<file path="config.mk">
export PLATFORM = sky130hd
export DESIGN_NAME = dthm_queue
export DESIGN_NICKNAME = d
export VERILOG_FILES = /design/src/sv/dthm_pkg.sv /design/src/sv/dthm_queue.sv
export SDC_FILE = /design/constraint.sdc
export NUM_CORES = 1
export LEC_CHECK = 0
export ABC_AREA = 0
export BUFFER_PORTS_ARGS = -buffer_cell sky130_fd_sc_hd__buf_2
export CAP_MARGIN = 15
export CORE_MARGIN = 3
export CORE_UTILIZATION = 28
export CTS_CLUSTER_SIZE = 40
export DETAILED_ROUTE_END_ITERATION = 6
export GPL_TIMING_DRIVEN = 0
export SLEW_MARGIN = 20
export SYNTH_ARGS = -nofsm -noshare
export SYNTH_HDL_FRONTEND = slang
export SYNTH_SLANG_ARGS = --single-unit
</file>
<file path="constraint.sdc">
create_clock -name clk -period 15.55 [get_ports clk]
set_input_delay 0.7775 -clock clk [delete_from_list [all_inputs] [get_ports clk]]
set_output_delay 0.7775 -clock clk [all_outputs]
set_load 0.1 [all_outputs]
</file>
<file path="src/sv/dthm_pkg.sv">
// shared types, codes and constants of the drift tube hit merger
// no dependencies; used by the front, queue, back and top files of the block
`default_nettype none

package dthm_pkg;

  localparam int HIT_ENTRIES_DEF = 64;

  // configuration register indexes
  localparam logic CFG_MIN_EDEP  = 1'b0;
  localparam logic CFG_NS_PER_MM = 1'b1;

  localparam logic [19:0] MIN_EDEP_RST  = 20'd100;
  localparam logic [7:0]  NS_PER_MM_RST = 8'd40;

  // request codes
  localparam logic REQ_CLEAR = 1'b0;
  localparam logic REQ_STEP  = 1'b1;

  // result status codes
  localparam logic [2:0] ST_CLEARED    = 3'd0;
  localparam logic [2:0] ST_IGNORED    = 3'd1;
  localparam logic [2:0] ST_NEW_HIT    = 3'd2;
  localparam logic [2:0] ST_MERGED_CL  = 3'd3;
  localparam logic [2:0] ST_MERGED_FAR = 3'd4;
  localparam logic [2:0] ST_FULL       = 3'd5;

  typedef enum logic [1:0] {
    K_CLEAR  = 2'd0,
    K_IGNORE = 2'd1,
    K_STEP   = 2'd2
  } kind_t;

  // one classified and computed item handed from front to back
  typedef struct packed {
    kind_t              kind;
    logic [31:0]        edep;
    logic [30:0]        track_id;
    logic [6:0]         station;
    logic [3:0]         plane;
    logic [9:0]         tube;
    logic [31:0]        radius;
    logic [15:0]        angle;
    logic [7:0]         ns_per_mm;
    logic [31:0]        cy;
    logic [31:0]        cz;
    logic [31:0]        hx;
  } job_t;

  // half of a turn in cordic accumulator units
  localparam logic signed [25:0] PI_UNITS = 26'sd8388608;

  // cordic arctangent table, units of pi/2^23
  function automatic logic signed [25:0] atan_val(input logic [4:0] i);
    logic signed [25:0] v;
    case (i)
      5'd0:  v = 26'sd2097152;
      5'd1:  v = 26'sd1238021;
      5'd2:  v = 26'sd654136;
      5'd3:  v = 26'sd332050;
      5'd4:  v = 26'sd166669;
      5'd5:  v = 26'sd83416;
      5'd6:  v = 26'sd41718;
      5'd7:  v = 26'sd20860;
      5'd8:  v = 26'sd10430;
      5'd9:  v = 26'sd5215;
      5'd10: v = 26'sd2608;
      5'd11: v = 26'sd1304;
      5'd12: v = 26'sd652;
      5'd13: v = 26'sd326;
      5'd14: v = 26'sd163;
      5'd15: v = 26'sd81;
      5'd16: v = 26'sd41;
      5'd17: v = 26'sd20;
      5'd18: v = 26'sd10;
      5'd19: v = 26'sd5;
      default: v = 26'sd0;
    endcase
    return v;
  endfunction

endpackage

`default_nettype wire

</file>
<file path="src/sv/dthm_queue.sv">
// two-entry queue of classified items between front and back
// depends on dthm_pkg
`default_nettype none

module dthm_queue (
  input  wire logic            clk,
  input  wire logic            rst_n,
  input  wire logic            push_vld,
  output logic                 push_rdy,
  input  wire dthm_pkg::job_t  push_data,
  output logic                 pop_vld,
  input  wire logic            pop_rdy,
  output dthm_pkg::job_t       pop_data
);

  dthm_pkg::job_t slot_r [2];
  logic       wr_ptr_r, rd_ptr_r;
  logic [1:0] fill_r;
  logic       do_push, do_pop;

  assign push_rdy = (fill_r != 2'd2);
  assign pop_vld  = (fill_r != 2'd0);
  assign pop_data = slot_r[rd_ptr_r];
  assign do_push  = push_vld && push_rdy;
  assign do_pop   = pop_vld && pop_rdy;

  always_ff @(posedge clk) begin
    if (do_push) begin
      slot_r[wr_ptr_r] <= push_data;
    end
  end

  always_ff @(posedge clk) begin
    if (!rst_n) begin
      wr_ptr_r <= 1'b0;
      rd_ptr_r <= 1'b0;
      fill_r   <= 2'd0;
    end else begin
      if (do_push) wr_ptr_r <= ~wr_ptr_r;
      if (do_pop)  rd_ptr_r <= ~rd_ptr_r;
      fill_r <= fill_r + 2'(do_push) - 2'(do_pop);
    end
  end

endmodule

`default_nettype wire

</file>
==> Word level (Yosys, flattened, before mapping) <==
Memories as Yosys holds them, arrays and structs flattened. A register that Yosys moved wholly into a read port is not among the register bits.
Cells that the tools add are included.
{ "word_totals": {"reg_bits": 4, "latchBits": 0, "ramBits": 476, "rom_bits": 0, "input_bits": 242, "out_inout_bits": 240, "n_memories": 1} }
{ "op_classes": {"n_addsub": 2, "multipliers": 0, "div": 0, "magnitude_cmp": 0, "eq_ne": 1, "shift": 0, "n_mux": 4, "bitwise_logic": 2, "n_reduce_logical": 3} }
{ "mem_list": {"columns": ["memory", "depth", "word_bits", "read_ports", "rd_clocked_by_memory_dff", "wr", "line_no", "source"], "rows": [
  ["slot_r", 2, 238, 1, 1, 1, "dthm_queue.sv:16", "dthm_pkg::job_t slot_r [2];"]
]} }
{ "ops": {"columns": ["operator", "count"], "rows": [
  ["$mux W1", 4],
  ["$add A2 B1 Y2", 1],
  ["$logic_and A1 B1 Y1", 2],
  ["$ne A2 B2 Y1 const B", 1],
  ["$not A1 Y1", 2],
  ["$reduce_bool A2 Y1", 1],
  ["$sub A2 B1 Y2", 1]
]} }

==> Logic depth before layout (Yosys ltp) <==
Gate-level depths: netlist (run 1).
{ "depth": {"word_depth": 4, "depth_mapped": 8, "ltp_nobuf": 8} }

==> Worst setup path before layout (run 1) <==
Ideal clock, no wire load.
{ "synth_timing": {"kind": "reg2reg", "start": "register fill_r[0]", "end": "memory slot_r[0][0] (netlist bit) (enable)", "setup_time_ps": 842, "arrival_time_ps": 11323, "t_required_ps": 14708, "slack_ps": 3385, "stages_incl_launch_ff": 4, "period_less_slack_ps": 12165, "cell_sequence": "dfxtp_1 -> nand2b_1 -> nand2_1 -> nor2_1"} }
{ "synth_between": {"elab_chain_len": 4} }
{ "synth_lines": {"columns": ["item", "line_no", "source"], "rows": [
  ["start, declared", "dthm_queue.sv:18", "logic [1:0] fill_r;"],
  ["start signal, assigned", "dthm_queue.sv:41", "fill_r <= fill_r + 2'(do_push) - 2'(do_pop);"],
  ["$ne A2 B2 Y1", "dthm_queue.sv:21", "assign push_rdy = (fill_r != 2'd2);"],
  ["via push_rdy", "dthm_queue.sv:9", "output logic push_rdy,"],
  ["$logic_and A1 B1 Y1", "dthm_queue.sv:24", "assign do_push = push_vld && push_rdy;"],
  ["$mux W1", "dthm_queue.sv:28", "if (do_push) begin"],
  ["$mux W1 (implied by the code)", "dthm_queue.sv:29", "slot_r[wr_ptr_r] <= push_data;"],
  ["end, declared", "dthm_queue.sv:16", null]
]} }
The timed path passes the listed nets, and every way through them passes these cells.

==> results of run 1 <==
## critical path: stages, from the launching register on
cell,delay (ns)
dfxtp_1,0.43
buf_2,0.41
mux2_2,0.35
buf_2,0.46
## layer usage
layer | up-vias | global-route usage (%) | routed length (um)
met3 | 73 | 4.60 | 3540
met4 | 8 | 4.01 | 1030
met5 | - | 0 | 46
met2 | 336 | 21.2 | 20700
met1 | 4494 | 13.4 | 15100
li1 | 4171 | - | -
## per-stage QoR
step	setup WS [ns]	instances	util [%]	hold WS, ns
floorplan	3.38	764	-	0.455
detailed placement	12.82	2098	34.6	0.523
global placement	-2.20	2082	33.9	0.464
finish	12.52	2201	37.2	0.385
CTS	12.39	2194	37.2	0.323
global route	12.38	2196	37.2	0.338
## placed cells by master, fill, tap and decap left out, types with 4 or more instances in the layout
master	netlist	routed
clkinv_1	0	11
bufinv_16	0	4
mux2_2	238	238
clkbuf_16	0	51
buf_16	0	8
buf_12	0	8
edfxtp_1	476	476
dfxtp_1	5	5
clkbuf_1	0	11
buf_6	25	25
buf_2	1	482
clkinv_2	0	12
diode_2	0	7
## power by group
group	internal [uW]	total (uW)	switching [uW]
logic	426	2200	1780
clock network	670	1150	484
registers	1630	1660	34.9
total	2720	5020	2290
## flip-flops by register name, summed over array words and instances, names as in the netlist, named ones only
signal and cells:
wr_ptr_r 1, rd_ptr_r 1, fill_r 2, slot_r 476
## worst min-delay path by stage
| stage | startpoint | end | cells past startpoint |
|---|---|---|---|
| floorplan | wr_ptr_r$_SDFFE_PN0N_ | wr_ptr_r$_SDFFE_PN0N_ | 2 |
| global placement | wr_ptr_r$_SDFFE_PN0N_ | wr_ptr_r$_SDFFE_PN0N_ | 2 |
| detailed placement | wr_ptr_r$_SDFFE_PN0N_ | wr_ptr_r$_SDFFE_PN0N_ | 2 |
| CTS | push_data[206] | slot_r[0][206]$_DFFE_PP_ | 1 |
| global route | push_data[181] | slot_r[0][181]$_DFFE_PP_ | 1 |
| finish | push_data[206] | slot_r[0][206]$_DFFE_PP_ | 1 |
## logic make-up after synthesis
kind of cell | after synthesis | share of synthesized area (%)
AOI/OAI and AO/OA | 1 | 0.0429
buffers and inverters | 27 | 1.66
muxes | 239 | 15.4
adders and majority gates | 2 | 0.143
and+or+nand+nor | 11 | 0.350
DFF | 481 | 82.3
xor gates and xnor gates | 3 | 0.150
## final cells by class
cell class	count	area [um^2]	area share, %
Antenna cell	7	17.5	0.0763
Buffer	26	287	1.25
Clock buffer	62	1320	5.74
Clock inverter	34	279	1.22
Inverter	1	3.75	0.0164
Multi-Input combinational cell	256	2820	12.3
Sequential cell	481	14400	62.7
Tap cell	837	1050	4.56
Timing Repair Buffer	497	2790	12.1
==> impl_metrics.py, run 1 <==
metrics = {
    "yosys": {
        "synthCells": 764,
        "yosysWarnings": 0,
        "synth.avg_cell_area_um2": 22.9,
        "syn-num-nets": 1008,
        "synth.area.top_cells": "edfxtp_1 82%, mux2_2 15%, buf_6 1.6%, dfxtp_1 0.57%, xnor2_1 0.15%",
        "synth.ff_latch_count": 481,
        "ys_types": 17,
        "ys.flop_type": "edfxtp_1",
        "synthTopCellsByCount": "476 x edfxtp_1, 238 x mux2_2, 25 x buf_6, 5 x dfxtp_1, 3 x xnor2_1",
        "yosysSeqAreaShare_pct": 82.3,
        "synth_edf_count": 476,
        "async_flop_share_pct": 0,
        "synth_most_common_cell": "edfxtp_1",
        "synth_area_leader_cell": "edfxtp_1",
        "synth_area_um2": 17500,
        "netlist.area_leader.share_pct": 81.7,
    },
    "drt": {
        "routedWlPerCell_um": 18.4,
        "viasPerCell": 4.13,
        "drtAntennaViolNets": 0,
        "finalWirelength_mm": 40.4,
        "drc": 0,
        "vias": 9082,
        "dr.pass1.iters": 4,
        "drt_iter0_drc": 402,
    },
    "clock_tree": {
        "clockRootBuffer": "clkbuf_16",
        "cts_tree": "done",
        "numCtsBuffers": 51,
        "cts_max_level": 2,
        "cts_sinks": 481,
        "cts_hold_buf": 0,
        "post_cts_buffers": 0,
        "clk_path_buf_depth": 3,
        "clk_pin_slew_worst_paths_ns": 0.06,
        "clock_latency_ns": 0.57,
        "cts_resized": 0,
    },
    "placement": {
        "placedInstanceArea_um2": 21300,
        "place_hpwl_mm": 28.8,
        "io_buffer_count": 481,
        "gp_congestion": 0.816,
    },
    "worst_setup_path": {
        "r2r_end": "slot_r[1][227]$_DFFE_PP_",
        "end_kind": "output pin",
        "cp-endpoint": "pop_data[11]",
        "rrSetupSlack_ns": 13.19,
        "worstRegToRegCells": 5,
        "r2r_start": "fill_r[0]$_SDFF_PN0_",
        "arrival_ns": 2.25,
        "cp-start-kind": "flop",
        "cp.required_ns": 14.77,
        "path_class": "flop to output pin",
        "crit_path_max_fanout": 10,
    },
    "timing": {
        "period_minus_slack_ns": 3.03,
        "setup_viol": 0,
        "max_freq_mhz": 330,
        "final-max-slew-violation-count": 0,
        "slew_headroom_pct": 63.0,
        "tightest_slew_ns": 0.559,
        "clock_skew_ns": 0.0102,
        "fin_crit_sh_pct": 19.5,
        "hold_viol": 0,
        "rsz0062_at_grt": "false",
        "finalSetupTns_ns": 0,
    },
    "global_routing": {
        "grt_pass1_wl_mm": 60.5,
        "grt_pass1_vias": 9963,
        "grt_use_total_pct": 12.0,
        "grt_antenna_before_repair": 9,
        "grt-ovfl-total": 0,
        "grt_max_degree": 51,
    },
    "cells_and_area": {
        "fin_area_um2": 23000,
        "area_growth_pct": 31.2,
        "nFillCells": 5839,
        "drive_gt1_share_pct": 61.8,
        "nets": 1558,
    },
    "status": {
        "status": "completed",
    },
    "die": {
        "core-area_um2": 61700,
        "rows": 91,
        "die_w_um": 256,
        "ioPinCount": 482,
        "die_area_um2": 65500,
        "start_util_pct": 28.3,
        "die_h_um": 256,
    },
    "power": {
        "power_uw": 5020,
        "power_density_nw_per_um2": 219,
        "p_leak_uw": 0.00842,
        "ir_worst_vdd_uv": 117,
    },
    "min_path": {
        "holdCritPathClass": "input port to flop",
    },
    "flow_run": {
        "drv_cap": 0,
    },
}
Power figures use the tool's default switching activity.
==> run 2: changes to the inputs <==
Settings changed: ABC_AREA 0 to 1.
Clock period 15.55 ns to 2.65 ns, I/O delays scaled along.
==> impl_metrics.py, run 2 <==
metrics = {
    "yosys": {
        "synth_area_leader_cell": "edfxtp_1",
        "ys_types": 11,
        "synth_edf_count": 476,
        "synth.ff_latch_count": 481,
        "yosysWarnings": 0,
        "ys.flop_type": "edfxtp_1",
        "synth.avg_cell_area_um2": 22.6,
        "async_flop_share_pct": 0,
        "yosysSeqAreaShare_pct": 82.2,
        "netlist.area_leader.share_pct": 81.7,
        "synth.area.top_cells": "edfxtp_1 82%, mux2_2 15%, buf_6 1.6%, dfxtp_1 0.57%, nand2_1 0.19%",
        "synth_area_um2": 17500,
        "synthTopCellsByCount": "476 x edfxtp_1, 238 x mux2_2, 25 x buf_6, 9 x nand2_1, 8 x nor2_1",
        "synthCells": 776,
        "synth_most_common_cell": "edfxtp_1",
        "syn-num-nets": 1020,
    },
    "drt": {
        "vias": 10200,
        "routedWlPerCell_um": 17.6,
        "drc": 0,
        "drt_iter0_drc": 459,
        "drtAntennaViolNets": 0,
        "dr.pass1.iters": 4,
        "viasPerCell": 4.17,
        "finalWirelength_mm": 43.0,
    },
    "clock_tree": {
        "clk_pin_slew_worst_paths_ns": 0.06,
        "clk_path_buf_depth": 3,
        "cts_resized": 0,
        "cts_hold_buf": 241,
        "numCtsBuffers": 51,
        "cts_max_level": 2,
        "cts_tree": "done",
        "post_cts_buffers": 0,
        "clockRootBuffer": "clkbuf_16",
        "cts_sinks": 481,
        "clock_latency_ns": 0.57,
    },
    "timing": {
        "slew_headroom_pct": 63.9,
        "final-max-slew-violation-count": 0,
        "worst_slack_ns": 0.307,
        "rsz0062_at_grt": "false",
        "whs_ns": 0.280,
        "period_minus_slack_ns": 2.34,
        "setup_viol": 0,
        "clock_skew_ns": 0.0102,
        "tightest_slew_ns": 0.546,
        "hold_viol": 0,
        "fin_crit_sh_pct": 88.4,
        "max_freq_mhz": 427,
    },
    "die": {
        "die_w_um": 256,
        "rows": 91,
        "die_area_um2": 65500,
        "core-area_um2": 61800,
        "start_util_pct": 28.3,
        "ioPinCount": 482,
        "die_h_um": 256,
    },
    "worst_setup_path": {
        "rrSetupSlack_ns": 0.40,
        "r2r_start": "fill_r[0]$_SDFF_PN0_",
        "critPathTopFamily": "buffers and inverters",
        "crit_buf_inv": 3,
        "path_class": "flop to output pin",
        "crit_chain": "buf_6, buf_6, mux2_2, buf_2",
        "cp-start-kind": "flop",
        "path_common_cell": "buf_6",
        "worstRegToRegCells": 8,
        "max_stage_delay_ns": 0.44,
        "slowest_stage": "dfxtp_1",
        "cp.required_ns": 2.52,
        "crit_path_max_fanout": 10,
        "r2r_end": "slot_r[1][48]$_DFFE_PP_",
        "arrival_ns": 2.21,
        "end_kind": "output pin",
    },
    "cells_and_area": {
        "largestRegisters": "slot_r: 476 flops, fill_r: 2 flops",
        "largest_reg_flops": 476,
        "top_register": "slot_r",
        "fin_area_um2": 25400,
        "layout_common_cells": "482 x buf_2, 476 x edfxtp_1, 241 x dlygate4sd3_1, 238 x mux2_2, 53 x clkbuf_16",
        "final_common_cell": "buf_2",
        "area_growth_pct": 45.4,
        "regArea_um2": 14400,
        "drive_gt1_share_pct": 52.1,
        "multi_input_area_um2": 2840,
        "nets": 1814,
        "nFillCells": 5462,
    },
    "global_routing": {
        "grt_pass1_wl_mm": 65.7,
        "grt_pass1_vias": 11400,
        "grt-ovfl-total": 0,
        "grt_antenna_before_repair": 2,
        "grt_max_degree": 32,
        "grt_use_total_pct": 12.9,
    },
    "power": {
        "ir_worst_vdd_uv": 722,
        "power_density_nw_per_um2": 1170,
        "p_leak_uw": 0.00947,
        "power_uw": 29800,
    },
    "min_path": {
        "holdCritPathClass": "input port to flop",
        "worstHoldPathCells": 2,
        "hold_path_end": "slot_r[0][194]$_DFFE_PP_",
        "min_from": "push_data[194]",
    },
    "flow_run": {
        "drv_cap": 0,
    },
    "placement": {
        "place_ws_ns": 0.337,
        "io_buffer_count": 481,
        "place_hpwl_mm": 29.1,
        "gp_congestion": 0.772,
        "placedInstanceArea_um2": 21400,
    },
    "status": {
        "status": "completed",
    },
}
-- run 2: cell types whose count changed after synthesis --
cell / delta
mux2i_1: -1
nor2b_1: -2
nand2_1: +7
inv_1: +6
xnor2_1: -3
and3_1: -1
a21oi_1: +2
and2_1: -2
nand2b_1: -2
or2_2: -1
nand3_1: +3
nor2_1: +7
o21a_1: -1
-- run 2: worst register-to-register path, cell delays in order, from the launching register on --
cell        delay, ns
dfxtp_2          0.36
inv_4            0.06
nand2_8          0.08
nand3_4          0.07
clkinvlp_4       0.33
buf_12           0.26
buf_12           0.24
buf_12           0.28
buf_12           0.24
-- run 2: power breakdown --
part | total [uW] | switching [uW] | internal [uW]
combinational | 13100 | 10400 | 2660
sequential | 9850 | 239 | 9610
clock | 6900 | 2770 | 4120
-- run 2: per-stage QoR --
step	utilization [%]	std cells	TNS [ns]
after detailed placement	34.6	2113	0
after CTS	41.1	2443	0
after floorplan	-	776	-927.07
after global routing	41.2	2445	0
after global placement	34.0	2094	-1931.39
final	41.2	2445	0
-- run 2: worst max-delay path by stage --
stage	from	end	slack (ns)	cells after the start
floorplan	fill_r[0]$_SDFF_PN0_	slot_r[0][0]$_DFFE_PP_	-1.95	4
global placement	fill_r[0]$_SDFF_PN0_	slot_r[1][56]$_DFFE_PP_	-4.21	4
detailed placement	fill_r[0]$_SDFF_PN0_	slot_r[1][55]$_DFFE_PP_	0.34	8
CTS	flop	pop_data[155]	0.19	4
global route	flop	pop_data[155]	0.17	4
finish	flop	pop_data[155]	0.31	4
-- run 2: cell families after synthesis --
| logic type | share of synthesized area (%) |
|---|---|
| flip-flops | 82.2 |
| multiplexers | 15.3 |
| buffers and inverters | 1.79 |
| AND/OR/NAND/NOR | 0.450 |
| AO/OA/AOI/OAI | 0.0572 |
| adder cells (fa/ha/maj) | 0.143 |
-- run 2: metal layers --
| metal | up-vias | routed length [um] | global-route usage [%] |
|---|---|---|---|
| met5 | - | 0 | 0 |
| met1 | 5063 | 16100 | 13.9 |
| met2 | 326 | 22700 | 23.8 |
| met3 | 111 | 2420 | 3.14 |
| met4 | 0 | 1760 | 5.65 |
| li1 | 4688 | - | - |
-- run 2: area by class of cell --
class / count / share of cell area, %
Multi-Input combinational cell: 262 / 11.2
Clock inverter: 21 / 0.895
Clock buffer: 68 / 5.43
Tap cell: 837 / 4.12
Buffer: 26 / 1.13
Timing Repair Buffer: 741 / 20.6
Antenna cell: 2 / 0.0197
Inverter: 7 / 0.128
Sequential cell: 481 / 56.6
